`src/rtl/ahp_pkg.sv`:
```
// ---------------------------------------------------------------------------
// ahp_pkg
// Types, constants and the quarter-wave sine ROM of the attractor plotter.
// ---------------------------------------------------------------------------
package ahp_pkg;

    // Geometry
    localparam int MAX_SIDE   = 1024;
    localparam int COORD_W    = $clog2(MAX_SIDE);
    localparam int SIDE_W     = COORD_W + 1;
    localparam int STORE_AW   = 2 * COORD_W;
    localparam int IDX_W      = 20;
    localparam int PIX_W      = 20;
    localparam int SUM_W      = 50;

    // Phase table
    localparam int PHASE_BITS = 12;
    localparam int TABLE_SIZE = 1 << PHASE_BITS;
    localparam int QUARTER    = TABLE_SIZE / 4;
    localparam int QIDX_W     = PHASE_BITS - 1;
    localparam int ROM_W      = 15;
    localparam longint TWO_PI_Q32     = 64'sd26986075409;
    localparam longint INV_TWO_PI_Q32 = 64'sd683565276;
    localparam longint QSTEP_DIV      = 4 * TABLE_SIZE;

    // Input kinds
    localparam logic [1:0] KIND_ITERATE = 2'd0;
    localparam logic [1:0] KIND_READ    = 2'd1;
    localparam logic [1:0] KIND_RESTART = 2'd2;

    // Configuration register indexes
    localparam logic [2:0] REG_COEF  = 3'd0;
    localparam logic [2:0] REG_SCOS  = 3'd1;
    localparam logic [2:0] REG_SSIN  = 3'd2;
    localparam logic [2:0] REG_XCTR  = 3'd3;
    localparam logic [2:0] REG_YCTR  = 3'd4;
    localparam logic [2:0] REG_WIDTH = 3'd5;
    localparam logic [2:0] REG_HGHT  = 3'd6;
    localparam logic [2:0] REG_WRAP  = 3'd7;

    typedef struct packed {
        logic [1:0]         kind;
        logic signed [31:0] blur_dx;
        logic signed [31:0] blur_dy;
        logic [19:0]        read_address;
        logic signed [15:0] start_x;
        logic signed [15:0] start_y;
    } t_in;

    typedef struct packed {
        logic        plotted;
        logic [19:0] bucket_index;
        logic [31:0] bucket_count;
        logic [31:0] peak_count;
        logic [47:0] iteration_total;
    } t_out;

    typedef struct packed {
        logic [63:0]        coef;
        logic signed [31:0] scos;
        logic signed [31:0] ssin;
        logic signed [31:0] xctr;
        logic signed [31:0] yctr;
        logic [10:0]        width;
        logic [10:0]        height;
        logic               wrap;
    } t_cfg;

    typedef enum logic [1:0] {
        OP_ITER,
        OP_READ,
        OP_RESTART,
        OP_NOP
    } t_op;

    // Command handed from the front to the back
    typedef struct packed {
        t_op              op;
        logic             hit;
        logic [IDX_W-1:0] index;
    } t_cmd;

    typedef enum logic [3:0] {
        F_IDLE,
        F_MUL1,
        F_MUL2,
        F_ROM,
        F_NEW,
        F_PIX1,
        F_PIX2,
        F_PLACE,
        F_MOD,
        F_IDX,
        F_PUSH
    } t_fstate;

    typedef enum logic [1:0] {
        B_CLEAR,
        B_IDLE,
        B_UPD,
        B_RDOUT
    } t_bstate;

    typedef logic [ROM_W-1:0] t_qrom [0:QUARTER];

    // Next Taylor term before its factorial step: term * x * x in Q30
    function automatic longint unsigned taylor_mul(input longint term, input longint x);
        longint unsigned t;
        t = (longint'(term) * longint'(x)) >> 30;
        t = (t * longint'(x)) >> 30;
        return t;
    endfunction

    // Sine of k quarter-table steps, Q1.14, from a Q30 Taylor series
    function automatic logic [ROM_W-1:0] quarter_sine(input int k);
        longint x;
        longint term;
        longint sum;
        x    = (longint'(k) * TWO_PI_Q32) / QSTEP_DIV;
        term = x;
        sum  = x;
        term = longint'(taylor_mul(term, x) / 64'd6);
        sum  = sum - term;
        term = longint'(taylor_mul(term, x) / 64'd20);
        sum  = sum + term;
        term = longint'(taylor_mul(term, x) / 64'd42);
        sum  = sum - term;
        term = longint'(taylor_mul(term, x) / 64'd72);
        sum  = sum + term;
        term = longint'(taylor_mul(term, x) / 64'd110);
        sum  = sum - term;
        term = longint'(taylor_mul(term, x) / 64'd156);
        sum  = sum + term;
        term = longint'(taylor_mul(term, x) / 64'd210);
        sum  = sum - term;
        term = longint'(taylor_mul(term, x) / 64'd272);
        sum  = sum + term;
        term = longint'(taylor_mul(term, x) / 64'd342);
        sum  = sum - term;
        term = longint'(taylor_mul(term, x) / 64'd420);
        sum  = sum + term;
        if (sum < 0) begin
            sum = 0;
        end
        return ROM_W'((sum + 64'sd32768) >>> 16);
    endfunction

    function automatic t_qrom build_qrom();
        t_qrom rom;
        for (int k = 0; k <= QUARTER; k++) begin
            rom[k] = quarter_sine(k);
        end
        return rom;
    endfunction

    localparam t_qrom QROM = build_qrom();

endpackage

```
`src/rtl/ahp_fifo.sv`:
```
// ---------------------------------------------------------------------------
// ahp_fifo
// Two-entry command queue between the front and the back.
// ---------------------------------------------------------------------------
module ahp_fifo import ahp_pkg::*; (
    input  logic i_clk,
    input  logic i_rst_n,
    input  logic i_push,
    input  t_cmd i_cmd,
    input  logic i_pop,
    output t_cmd o_head,
    output logic o_full,
    output logic o_empty
);

    t_cmd       r_slot [2];
    logic       r_wr_ptr, r_rd_ptr;
    logic [1:0] r_count;

    // Pointers and fill level
    always_ff @(posedge i_clk) begin
        if (!i_rst_n) begin
            r_wr_ptr <= 1'b0;
            r_rd_ptr <= 1'b0;
            r_count  <= '0;
        end else begin
            if (i_push) begin
                r_wr_ptr <= !r_wr_ptr;
            end
            if (i_pop) begin
                r_rd_ptr <= !r_rd_ptr;
            end
            r_count <= r_count + 2'(i_push) - 2'(i_pop);
        end
    end

    // Store the pushed beat
    always_ff @(posedge i_clk) begin
        if (i_push) begin
            r_slot[r_wr_ptr] <= i_cmd;
        end
    end

    assign o_head  = r_slot[r_rd_ptr];
    assign o_full  = (r_count == 2'd2);
    assign o_empty = (r_count == 2'd0);

endmodule

```
`config.mk`:
```
export PLATFORM = sky130hd
export DESIGN_NAME = ahp_fifo
export DESIGN_NICKNAME = d
export VERILOG_FILES = /design/src/rtl/ahp_pkg.sv /design/src/rtl/ahp_fifo.sv
export SDC_FILE = /design/constraint.sdc
export NUM_CORES = 1
export LEC_CHECK = 0
export BUFFER_PORTS_ARGS = -buffer_cell sky130_fd_sc_hd__buf_4
export CAP_MARGIN = 20
export CORE_UTILIZATION = 57
export CTS_BUF_LIST = sky130_fd_sc_hd__clkbuf_4
export CTS_CLUSTER_SIZE = 16
export DETAILED_ROUTE_END_ITERATION = 12
export PLACE_DENSITY = 0.89
export SETUP_SLACK_MARGIN = 0.2
export SYNTH_ARGS = -nofsm -noshare
export SYNTH_HDL_FRONTEND = slang
export SYNTH_SLANG_ARGS = --single-unit
```
`constraint.sdc`:
```
create_clock -name i_clk -period 4.5 [get_ports i_clk]
set_input_delay 0.225 -clock i_clk [delete_from_list [all_inputs] [get_ports i_clk]]
set_output_delay 0.225 -clock i_clk [all_outputs]
set_load 0.005 [all_outputs]
```
==> results, run 1 <==
- The repair_antennas step left the layout with diodes totalling 0.
- Power spread over the standard cell area amounts to 391 nW/µm².
- The cell chosen for the clock root is clkbuf_4.
- In this run the number of H-tree levels came out at 2.
- The clock-pin transition on the worst setup and hold timing paths is 0.14 ns.
- The analysis attributes to cell leakage a power of 0.929 nW.
- For this block, the via count after detailed routing is 970.
- The number of I/O port buffers is 51.
- The minimum clock period is 2.17 ns.
- After synthesis, the mean cell area works out to 20.5 µm².
- The number of instances in the synthesized netlist is 92.
- The cell row count is 20.
- The wire-length estimate of the detail-placed layout is 2040 µm.
- The library cell used most frequently in the layout, excluding fill and tap cells, is buf_4.
- The core region is 3100 µm².
- The normalized max-slew margin is 0.324.
- The critical register-to-register path startpoint is r_wr_ptr.
- At the worst endpoint, the arrival time is 1.95 ns.
- The number of nets at the end of the flow is 178.
- Clock tree synthesis found a total of 51 sinks.
- The number of nets handed over by synthesis was 121.
- The flow ran to the end, and the final reports show no timing, DRC or antenna violations.
- The die covers 3550 µm².
- The fraction of met2 tracks used by global routing is 0.335.
- The peak fanout along the critical path is 23.
- The detail-routed via count per cell is 5.00.
- The area overhead of the layout relative to synthesis is 27.9%.
- met2 is the most crowded layer.
- The number of synthesized register bits is 51.
- The worst clock skew on the final layout is 0.00193 ns.
- The met3 track demand over resource in global routing is 0.0480.
- The endpoint of the most critical register-to-register path is r_slot[1][13].
- The kind of capture point of the worst setup path is an output port.
- For the worst-skew pair, the clock arrives at the later sink with an insertion delay of 0.36 ns.
- The slowest stage of the critical path belongs to the cell dfxtp_1.
- The initial standard-cell utilization of the core is 0.608.
- In this run the worst hold path is classified as primary input to flip-flop.
- Based on the critical path, the design can be clocked at up to 0.461 GHz.
- During synthesis, Yosys emitted a total of 0 warnings.
- Setup total negative slack on the finished layout was measured at 0 ns.
- The number of pins exceeding their max-slew limit in the final report is 0.
- Once layout is done, the placed cells without fillers occupy 2410 µm².
- The last weighted congestion value of the routability-driven placer is 0.689.
- The initial antenna violation count is 0.
- The floorplan step set the die width to 59.6 µm.
- In the layout the commonest cells are buf_4 (51), edfxtp_1 (46), mux2_2 (23).
- The count of unresolved DRC violations after routing is 0.
- The count of instances resized after the clock tree is built is 0.
- The count of endpoints failing setup in the final report is 0.
- Counting distinct cell types in the post-synthesis netlist gives 12.
- Before antenna repair, the detailed router went through 4 iterations.
- In the final layout, the share of cells above drive strength 1 is 0.560.
- The total length of routed wires is 2990 µm.
- The via count of the first global-routing pass was 985.
- The critical path endpoint is o_head[21].
- The synthesized cell area is 1890 µm².
- The worst setup path is launched from a flip-flop.
- The tool flagged a number of max-cap violations equal to 0.
- In the finished design, the share of the clock period the worst path needs comes to 0.482.
- Counting both buffers and inverters, the worst setup path holds a total of 1.
- The floorplan step set the die height to 59.6 µm.
- The number of buffers created by CTS is 5.
- The clock passes through at most 2 buffers.
- The part of the Yosys area used for sequential elements is 0.785.
- The buffer count from post-CTS setup fixing is 0.
- Traced cell by cell, the critical path runs through mux2_2 -> buf_4.
- The logic depth of the worst register-to-register path is 1.
- Once placement finished, the instance area stood at 2330 µm².
- The total of hold buffers inserted after clock tree synthesis is 0.
- In this run, the number of DRC markers left after iteration 0 of detailed routing was 17.
- The first global-routing pass estimated 4400 µm of wire.
- The maximum number of pins on one net before global-route repair is 24.
- The number of logic stages on the critical path including buffering is 2.
- The flop-to-flop setup slack is 2.95 ns.
- For this run, the slowest stage of the critical path takes 1.02 ns.
- In this design, the largest share of critical-path delay is due to flip-flops.
- The critical path is of the flip-flop to output port type.
- TritonCTS built the clock tree.
- The worst-case IR drop observed on VDD is 0.284 mV.
- For this run, the total global-route usage over all layers was measured as 0.186.
- Setup repair after global routing left no endpoint under its margin.
- The number of hold-slack violations in the final timing report is 0.
- The required time at the endpoint of the critical path is 4.28 ns.
- For met1 alone, demand over resource in global routing was 0.190.
- The post-detailed-route count of antenna-violating nets is 0.
- For this run the aggregate overflow at the end of global routing stands at 0.
- Dividing the detail-routed wire length by the instance count gives 15.4 µm.
- The top-level port count is 52.
- The pin slew with the least headroom to its limit is 1.01 ns.
==> logic make-up (layout without fill, tap and decap cells) <==
| group | after synthesis | in the layout | synth area share |
|---|---|---|---|
| xor gates and xnor gates | 2 | 2 | 0.0166 |
| AOI/OAI and AO/OA | 1 | 1 | 0.00398 |
| DFF | 51 | 51 | 0.785 |
| muxes | 23 | 23 | 0.137 |
| buffers and inverters | 4 | 62 | 0.0159 |
| adders and majority gates | 2 | 2 | 0.0133 |
| and+or+nand+nor | 9 | 9 | 0.0285 |
==> Yosys cell counts, drive strengths merged <==
cell type,count,area share
and2,4,0.013
buf,2,0.012
dfxtp,5,0.053
edfxtp,46,0.73
ha,2,0.013
inv,2,0.0040
mux2,23,0.14
nor2,1,0.0020
nor2b,4,0.013
o21a,1,0.0040
xnor3,1,0.012
xor2,1,0.0046
==> registers in the layout, summed over array words and instances, names as in the netlist, named ones only <==
name / count
r_count: 2
r_rd_ptr: 1
r_slot: 46
r_wr_ptr: 1
==> stage by stage <==
stage	power, mW	util	setup WS (ns)	std cells	hold WS (ns)
after floorplan	0.630	-	2.71	92	0.324
after global placement	0.691	0.743	2.74	185	0.410
after detailed placement	0.703	0.752	2.73	186	0.413
after CTS	0.951	0.778	2.30	194	0.0200
after global routing	0.980	0.778	2.21	194	0.00791
final	0.945	0.778	2.33	194	0.0385
==> final cells by class <==
cell class	instances	area [µm²]
sequential	51	1480
fill	201	688
timing repair buffer	52	410
multi-input combinational	37	379
tap	44	55.1
clock inverter	3	43.8
clock buffer	5	37.5
inverter	2	7.51
==> worst min-delay path by stage <==
stage / from / endpoint / slack, ns / cells past startpoint
final: i_cmd[9] / r_slot[0][9] / 0.04 / 1
after global routing: i_cmd[19] / r_slot[1][19] / 0.008 / 1
after CTS: i_cmd[4] / r_slot[1][4] / 0.02 / 1
after detailed placement: i_cmd[13] / r_slot[0][13] / 0.41 / 1
after global placement: i_cmd[21] / r_slot[1][21] / 0.41 / 1
after floorplan: i_cmd[0] / r_slot[0][0] / 0.32 / 0
==> routing by layer <==
layer,routed length [µm],part of all wire,up-vias
met5,0,0,-
met4,74,0.025,0
met3,137,0.046,9
met2,1650,0.55,35
met1,1130,0.38,463
li1,-,-,463
==> where the power goes <==
part | leakage [nW] | internal, mW | total (mW) | switching (mW)
clock | 0.0452 | 0.117 | 0.254 | 0.137
sequential | 0.473 | 0.546 | 0.563 | 0.0171
combinational | 0.410 | 0.0842 | 0.128 | 0.0433
Power figures use the tool's default switching activity.
==> run 2: changes to the inputs <==
Settings changed: ABC_AREA from default to 1, CORE_UTILIZATION 57 to 53, PLACE_DENSITY 0.89 to 0.84.
Clock period 4.5 ns to 2 ns, I/O delays scaled along.
==> run 2 against run 1 <==
Effect of this change:
- critical path depth rose by 1
- wire length increased by 9.9%
- worst hold slack lost 0.031 ns
- die area rose by 7.3%
- combinational power rose by 140%
- largest power group unchanged
- highest routed layer unchanged
==> results, run 2 <==
- The antenna diode count came to 0 (unchanged).
- The number of I/O port buffers is 51 (unchanged).
- The number of buffers created by CTS is 5 (unchanged).
- The peak fanout along the critical path came to 15 (was 23).
- The stage delay of the slowest cell on the critical path is 0.37 ns (was 1.02 ns).
- The initial antenna violation count is 0 (unchanged).
- The violation count after the first detailed-routing iteration is 22 (was 17).
- The number of instances in the synthesized netlist came to 104 (was 92).
- The overall track demand over capacity in global routing came to 0.197 (was 0.186).
- The pin slew with the least headroom to its limit is 0.407 ns (was 1.01 ns).
- Commonest non-fill, non-tap cells in the layout: buf_4 (54), edfxtp_1 (46), dlygate4sd3_1 (24) (was buf_4 (51), edfxtp_1 (46), mux2_2 (23)).
- The worst endpoint data arrival time is 1.46 ns (was 1.95 ns).
- The largest area contributor in the netlist is edfxtp_1 (unchanged).
- The global-route wire length before repair is 5020 µm (was 4400 µm).
- The placement-stage cell area is 2350 µm² (was 2330 µm²).
- The placeable core area is 3360 µm² (was 3100 µm²).
- The width of the die is 61.7 µm (was 59.6 µm).
- The post-layout worst setup margin is 0.444 ns (was 2.33 ns).
- The length of the first detailed-routing pass in iterations is 4 (unchanged).
- The aggregate negative setup slack is 0 ns (unchanged).
- The last weighted congestion value of the routability-driven placer is 0.681 (was 0.689).
- The slowest cell on the critical path is mux2_2 (was dfxtp_1).
- The worst ir drop on vdd is 0.564 mV (was 0.284 mV).
- The total power per unit cell area is 759 nW/µm² (was 391 nW/µm²).
- The synthesized cell area came to 1890 µm² (unchanged).
- The total instance count after detailed placement is 203 (was 186).
- RSZ-0062 raised after global routing: no (unchanged).
- The gate family responsible for the most delay along the worst path is buffers and inverters (was flip-flops).
- The net count after synthesis is 133 (was 121).
- The non-filler instance count after layout is 235 (was 194).
- The count of endpoints failing setup in the final report is 0 (unchanged).
- The critical path start-end classification is flip-flop to output port (unchanged).
- The leakage power of the design is 1.06 nW (was 0.929 nW).
- The number of synthesized register bits is 51 (unchanged).
- The most frequently used flop master after synthesis is edfxtp_1 (unchanged).
- The detail-routed via count per cell is 4.75 (was 5.00).
- The count of unresolved DRC violations after routing is 0 (unchanged).
- The initial standard-cell utilization of the core is 0.561 (was 0.608).
- The clock tree from TritonCTS was built (unchanged).
- The maximum number of pins on one net before global-route repair is 24 (unchanged).
- The type of the worst min-delay path was primary input to flip-flop (unchanged).
- The proportion of synthesized flip-flops having asynchronous set or reset is 0 (unchanged).
- The overall via count from detail_route was 1116 (was 970).
- The routed length per placed instance is 14.0 µm (was 15.4 µm).
- The commonest non-fill, non-tap cell in the layout is buf_4 (unchanged).
- The kind of capture point of the worst setup path is an output port (unchanged).
- Outcome: complete, no violations (unchanged).
- The smallest clock period supported by the final layout is computed as 1.56 ns.
- The clock-pin transition on the worst setup and hold timing paths is 0.12 ns (was 0.14 ns).
- The number of hold-slack violations in the final timing report is 0 (unchanged).
- The kind of launch point of the worst setup path is a flip-flop (unchanged).
- The number of flops mapped to enable cells by yosys is 46 (unchanged).
- The die outline height is 61.7 µm (was 59.6 µm).
- The via count of the first global-routing pass came to 1157 (was 985).
- The part of the Yosys area used for sequential elements came to 0.785 (unchanged).
- The share of the synthesized area in the top cell type is 0.732 (unchanged).
- The top-level port count is 52 (unchanged).
- The post-place setup slack is 0.740 ns (was 2.73 ns).
- The largest register by flop count is r_slot (unchanged).
- The final HPWL from detailed placement is 2220 µm (was 2040 µm).
- The mean cell area of the mapped netlist came to 18.2 µm² (was 20.5 µm²).
- The share of layout cells above drive strength 1 is 0.460 (was 0.560).
- The max-capacitance violation count is 0 (unchanged).
- Cell-by-cell trace of the critical path: buf_4 -> mux2_2 -> buf_4 (was mux2_2 -> buf_4).
- The number of flip-flops under the largest register name was 46 (unchanged).
- The area overhead of the layout relative to synthesis is 40.4% (was 27.9%).
- The number of pins exceeding their max-slew limit in the final report came to 0 (unchanged).
- The maximum clock path buffer count came to 2 (unchanged).
- The cell row count was 21 (was 20).
- The final cell area excluding filler cells is 2650 µm² (was 2410 µm²).
- The number of library cell types mapped by synthesis is 10 (was 12).
- The CTS sink count came to 51 (unchanged).
- The cell chosen for the clock root is clkbuf_4 (unchanged).
- The number of nets at the end of the flow is 217 (was 178).
- Dividing the final minimum period by the clock period gives 0.778.
- The combined buffer and inverter count along the critical path is 2 (was 1).
- The worst clock skew on the final layout is 0.00685 ns (was 0.00193 ns).
- The insertion delay to the later sink of the worst-skew pair came to 0.35 ns (was 0.36 ns).
- The most numerous cell type found on the critical path is buf_4.
- The global-route congestion overflow total is 0 (unchanged).
- Top post-synthesis cells by area: edfxtp_1 (73%), mux2_2 (14%), dfxtp_1 (5.3%) (unchanged).
- The count of instances resized after the clock tree is built was 0 (unchanged).
- The leading cell type by number of instances after synthesis is edfxtp_1 (unchanged).
- The total length of routed wires is 3280 µm (was 2990 µm).
- Timing would allow up to 0.643 GHz.
- The normalized max-slew margin is 0.728 (was 0.324).
- Most numerous cell types in the synthesized netlist: edfxtp_1 (46), mux2_2 (23), nor2_1 (9) (was edfxtp_1 (46), mux2_2 (23), dfxtp_1 (5)).
- The required time at the endpoint of the critical path is 1.90 ns (was 4.28 ns).
- The final worst hold slack is 0.00766 ns (was 0.0385 ns).
- The number of warnings reported in the yosys synthesis log is 0 (unchanged).
- The buffer count from post-CTS setup fixing is 0 (unchanged).
- Largest registers ranked by flip-flop count: r_slot x46, r_count x2 (unchanged).
- The level count of the clock H-tree is 2 (unchanged).
- The post-detailed-route count of antenna-violating nets is 0 (unchanged).
- The area enclosed by the die boundary was 3810 µm² (was 3550 µm²).
run 2: changes by cell type after synthesis, sizes merged:
cell   change
nor2       +8
o21a       -1
inv        +5
nand3      +1
xor2       -1
nor2b      -4
and2       -4
xnor3      -1
nand2      +8
a21oi      +1
run 2: worst paths after layout:
check,startpoint,endpoint,slack (ns),cells after the start
worst max-delay path,flip-flop,o_head[15],0.44,3
worst min-delay path,i_pop,r_rd_ptr,0.008,3
worst max register to register,r_count[0],r_count[1],0.74,6
worst min register to register,r_rd_ptr,r_rd_ptr,0.52,2
run 2: area by class of cell:
cell class              count  area [µm²]
inverters                   7        26.3
multi-input cells          44         360
clock buffers               8        60.1
flip-flops and latches     51        1480
well taps                  46        57.6
repair buffers             79         666
fillers                   207         712
run 2: timing repair:
action / in CTS / in global routing
hold endpoints to repair: 48 / 0
hold buffers: 24 / 0
endpoints found under the setup margin: 0 / 0
run 2: where the power goes:
part	total [mW]	internal [mW]	switching (mW)
Clock	0.461	0.181	0.280
Combinational	0.306	0.185	0.121
Sequential	1.25	1.23	0.0190
run 2: cells by family after synthesis:
family          Yosys count  synth area share
simple gates             18            0.0364
compound gates            1           0.00265
mux                      23             0.137
buf+inv                   9            0.0258
flops                    51             0.785
fa+ha+maj                 2            0.0133
run 2: metrics by stage:
step                      utilization  total power [mW]
after floorplan                     -              1.39
after global placement          0.699              1.52
after detailed placement        0.699              1.54
after CTS                       0.788              2.03
after global routing            0.788              2.10
final                           0.788              2.01
run 2: worst register-to-register path, cell delays in order, from the launching register on:
cell,delay [ns]
dfxtp_1,0.39
inv_1,0.07
ha_1,0.27
inv_1,0.04
ha_1,0.18
a21oi_1,0.14
nor2_1,0.07
run 2: layer usage:
| layer | routed length [µm] | part of all wire | vias to the layer above | GRT usage |
|---|---|---|---|---|
| met5 | 0 | 0 | - | 0 |
| met4 | 99 | 0.030 | 0 | 0.124 |
| met3 | 154 | 0.047 | 11 | 0.0504 |
| met2 | 1780 | 0.54 | 39 | 0.350 |
| met1 | 1250 | 0.38 | 518 | 0.206 |
| li1 | - | - | 548 | - |
==> run 3: changes to the inputs <==
Clock period 2 ns to 1.6 ns, I/O delays scaled along.
==> run 3 against run 2 <==
Effect of this change:
- worst hold slack better by 0.41 ns
- final area increased by 2.5%
- clock skew increased by 0.00075 ns
- highest routed layer unchanged
- utilization increased by 2.0 points
==> results, run 3 (same netlist as run 2, synthesis figures left out) <==
- The total length of routed wires came to 3550 µm (was 3280 µm).
- RSZ-0062 raised after global routing: yes (was no).
- The global-route congestion overflow total was 0 (unchanged).
- The total power per unit cell area is 989 nW/µm² (was 759 nW/µm²).
- The clock-pin transition on the worst setup and hold timing paths was 0.14 ns (was 0.12 ns).
- The number of nets at the end of the flow is 221 (was 217).
- The count of endpoints failing setup in the final report is 0 (unchanged).
- The number of buffers created by CTS is 5 (unchanged).
- The flop-to-flop setup slack is 0.39 ns (was 0.74 ns).
- The buffer count from post-CTS setup fixing was 0 (unchanged).
- The peak fanout along the critical path is 11 (was 15).
- The kind of capture point of the worst setup path is an output port (unchanged).
- The initial antenna violation count is 0 (unchanged).
- The initial standard-cell utilization of the core came to 0.561 (unchanged).
- The length of the first detailed-routing pass in iterations is 4 (unchanged).
- The endpoint of the most critical register-to-register path is r_count[1] (unchanged).
- Commonest non-fill, non-tap cells in the layout: buf_4 (55), edfxtp_1 (46), dlygate4sd3_1 (26) (was buf_4 (54), edfxtp_1 (46), dlygate4sd3_1 (24)).
- The number of I/O port buffers is 51 (unchanged).
- The maximum number of pins on one net before global-route repair is 17 (was 24).
- The kind of launch point of the worst setup path is a flip-flop (unchanged).
- The post-detailed-route count of antenna-violating nets is 0 (unchanged).
- The number of hold-slack violations in the final timing report is 0 (unchanged).
- The cell chosen for the clock root is clkbuf_4 (unchanged).
- The largest register by flop count is r_slot (unchanged).
- The routed length per placed instance is 14.9 µm (was 14.0 µm).
- The placement-stage cell area was 2350 µm² (about the same).
- The number of pins exceeding their max-slew limit in the final report is 0 (unchanged).
- The violation count after the first detailed-routing iteration is 29 (was 22).
- The last weighted congestion value of the routability-driven placer was 0.660 (was 0.681).
- The final HPWL from detailed placement is 2150 µm (was 2220 µm).
- Outcome: complete, no violations (unchanged).
- The share of layout cells above drive strength 1 was 0.466 (was 0.460).
- The cell row count was 21 (unchanged).
- The width of the die is 61.7 µm (unchanged).
- The worst endpoint data arrival time is 1.40 ns (was 1.46 ns).
- The max-capacitance violation count is 0 (unchanged).
- The worst ir drop on vdd is 0.630 mV (was 0.564 mV).
- The leakage power of the design is 1.09 nW (was 1.06 nW).
- The commonest non-fill, non-tap cell in the layout is buf_4 (unchanged).
- Dividing the final minimum period by the clock period gives 0.926.
- The logic depth of the worst register-to-register path came to 7 (was 6).
- The count of unresolved DRC violations after routing is 0 (unchanged).
- The die outline height is 61.7 µm (unchanged).
- The placeable core area is 3360 µm² (unchanged).
- The overall via count from detail_route is 1168 (was 1116).
- The maximum clock path buffer count is 2 (unchanged).
- The antenna diode count came to 0 (unchanged).
- The clock tree from TritonCTS is built (unchanged).
- The aggregate negative setup slack was 0 ns (unchanged).
- The detail-routed via count per cell was 4.89 (was 4.75).
- The CTS sink count is 51 (unchanged).
- The area enclosed by the die boundary is 3810 µm² (unchanged).
- The critical path endpoint was o_head[18] (was o_head[15]).
- The insertion delay to the later sink of the worst-skew pair is 0.37 ns (was 0.35 ns).
- The critical register-to-register path startpoint is r_count[0] (unchanged).
- The global-route wire length before repair is 5180 µm (was 5020 µm).
- The area overhead of the layout relative to synthesis is 44.0% (was 40.4%).
- The maximum frequency from static timing analysis is 0.675 GHz.
- The overall track demand over capacity in global routing is 0.207 (was 0.197).
- The level count of the clock H-tree is 2 (unchanged).
- The type of the worst min-delay path is primary input to flip-flop (unchanged).
- The required time at the endpoint of the critical path was 1.52 ns (was 1.90 ns).
- The normalized max-slew margin is 0.858 (was 0.728).
- The critical path start-end classification is flip-flop to output port (unchanged).
- The via count of the first global-routing pass is 1202 (was 1157).
- The pin slew with the least headroom to its limit is 0.214 ns (was 0.407 ns).
- The top-level port count is 52 (unchanged).
- The worst clock skew on the final layout is 0.00760 ns (was 0.00685 ns).
- The number of flip-flops under the largest register name was 46 (unchanged).
- Largest registers ranked by flip-flop count: r_slot x46, r_count x2 (unchanged).
- The minimum clock period is 1.48 ns.
- The final cell area excluding filler cells is 2720 µm² (was 2650 µm²).
[run 3: changes by cell type in the layout (fill, tap and decap cells not counted), sizes merged]
cell / before / now
buf: 55 / 57
bufinv: 0 / 1
clkbuf: 8 / 5
clkinv: 0 / 2
dlygate4sd3: 24 / 26
[run 3: layout make-up]
type / count / area [µm²]
multi-input cells: 44 / 360
inverters: 7 / 26.3
clock inverters: 3 / 43.8
fillers: 199 / 644
clock buffers: 5 / 37.5
well taps: 46 / 57.6
repair buffers: 83 / 708
flip-flops and latches: 51 / 1490
[run 3: how the worst min path moves through the flow]
stage / start / endpoint / slack, ns / cells after the start
2_1_floorplan: i_rst_n / r_count[0] / 0.17 / 2
3_3_place_gp: i_cmd[1] / r_slot[0][1] / 0.26 / 1
3_5_place_dp: i_cmd[13] / r_slot[0][13] / 0.27 / 1
4_1_cts: i_cmd[5] / r_slot[1][5] / 0.41 / 2
5_1_grt: i_cmd[22] / r_slot[1][22] / 0.41 / 2
6_report: i_cmd[9] / r_slot[0][9] / 0.42 / 2
[run 3: through the flow]
| stage | cells | util | power (mW) | worst slack [ns] | hold slack [ns] |
|---|---|---|---|---|---|
| 4_1_cts | 239 | 0.805 | 2.69 | 0.106 | 0.409 |
| 2_1_floorplan | 104 | - | 1.73 | 0.261 | 0.173 |
| 5_1_grt | 239 | 0.808 | 2.79 | 0.0670 | 0.406 |
| 3_5_place_dp | 205 | 0.700 | 1.93 | 0.414 | 0.267 |
| 3_3_place_gp | 205 | 0.700 | 1.90 | 0.491 | 0.265 |
| 6_report | 239 | 0.808 | 2.69 | 0.118 | 0.418 |
[run 3: report_power, final]
| group | internal (mW) | total, mW | switching, mW | leakage (nW) |
|---|---|---|---|---|
| clock | 0.329 | 0.729 | 0.400 | 0.0452 |
| combinational | 0.243 | 0.398 | 0.155 | 0.571 |
| sequential | 1.53 | 1.56 | 0.0273 | 0.474 |
| total | 2.11 | 2.69 | 0.582 | 1.09 |
[run 3: metal layers]
metal  wire, µm  vias to the layer above  share of wire  global-route usage
li1           -                      553              -                   -
met1       1250                      554           0.35               0.192
met2       2000                       50           0.56               0.386
met3        200                       11          0.056              0.0756
met4        100                        0          0.028               0.117
met5          0                        -              0                   0
[run 3: worst max-delay path, cell delays in order, from the launching register on]
cell     delay [ns]
dfxtp_4        0.40
buf_8          0.15
mux2_2         0.34
buf_4          0.14
[run 3: repair_timing]
action                                 4_1_cts  5_1_grt
setup endpoints to repair                   23       23
pin swaps                                    0        0
endpoints found under the hold margin       51        0
gates cloned                                 0        0
hold buffers                                26        0
resized for setup                            4        3
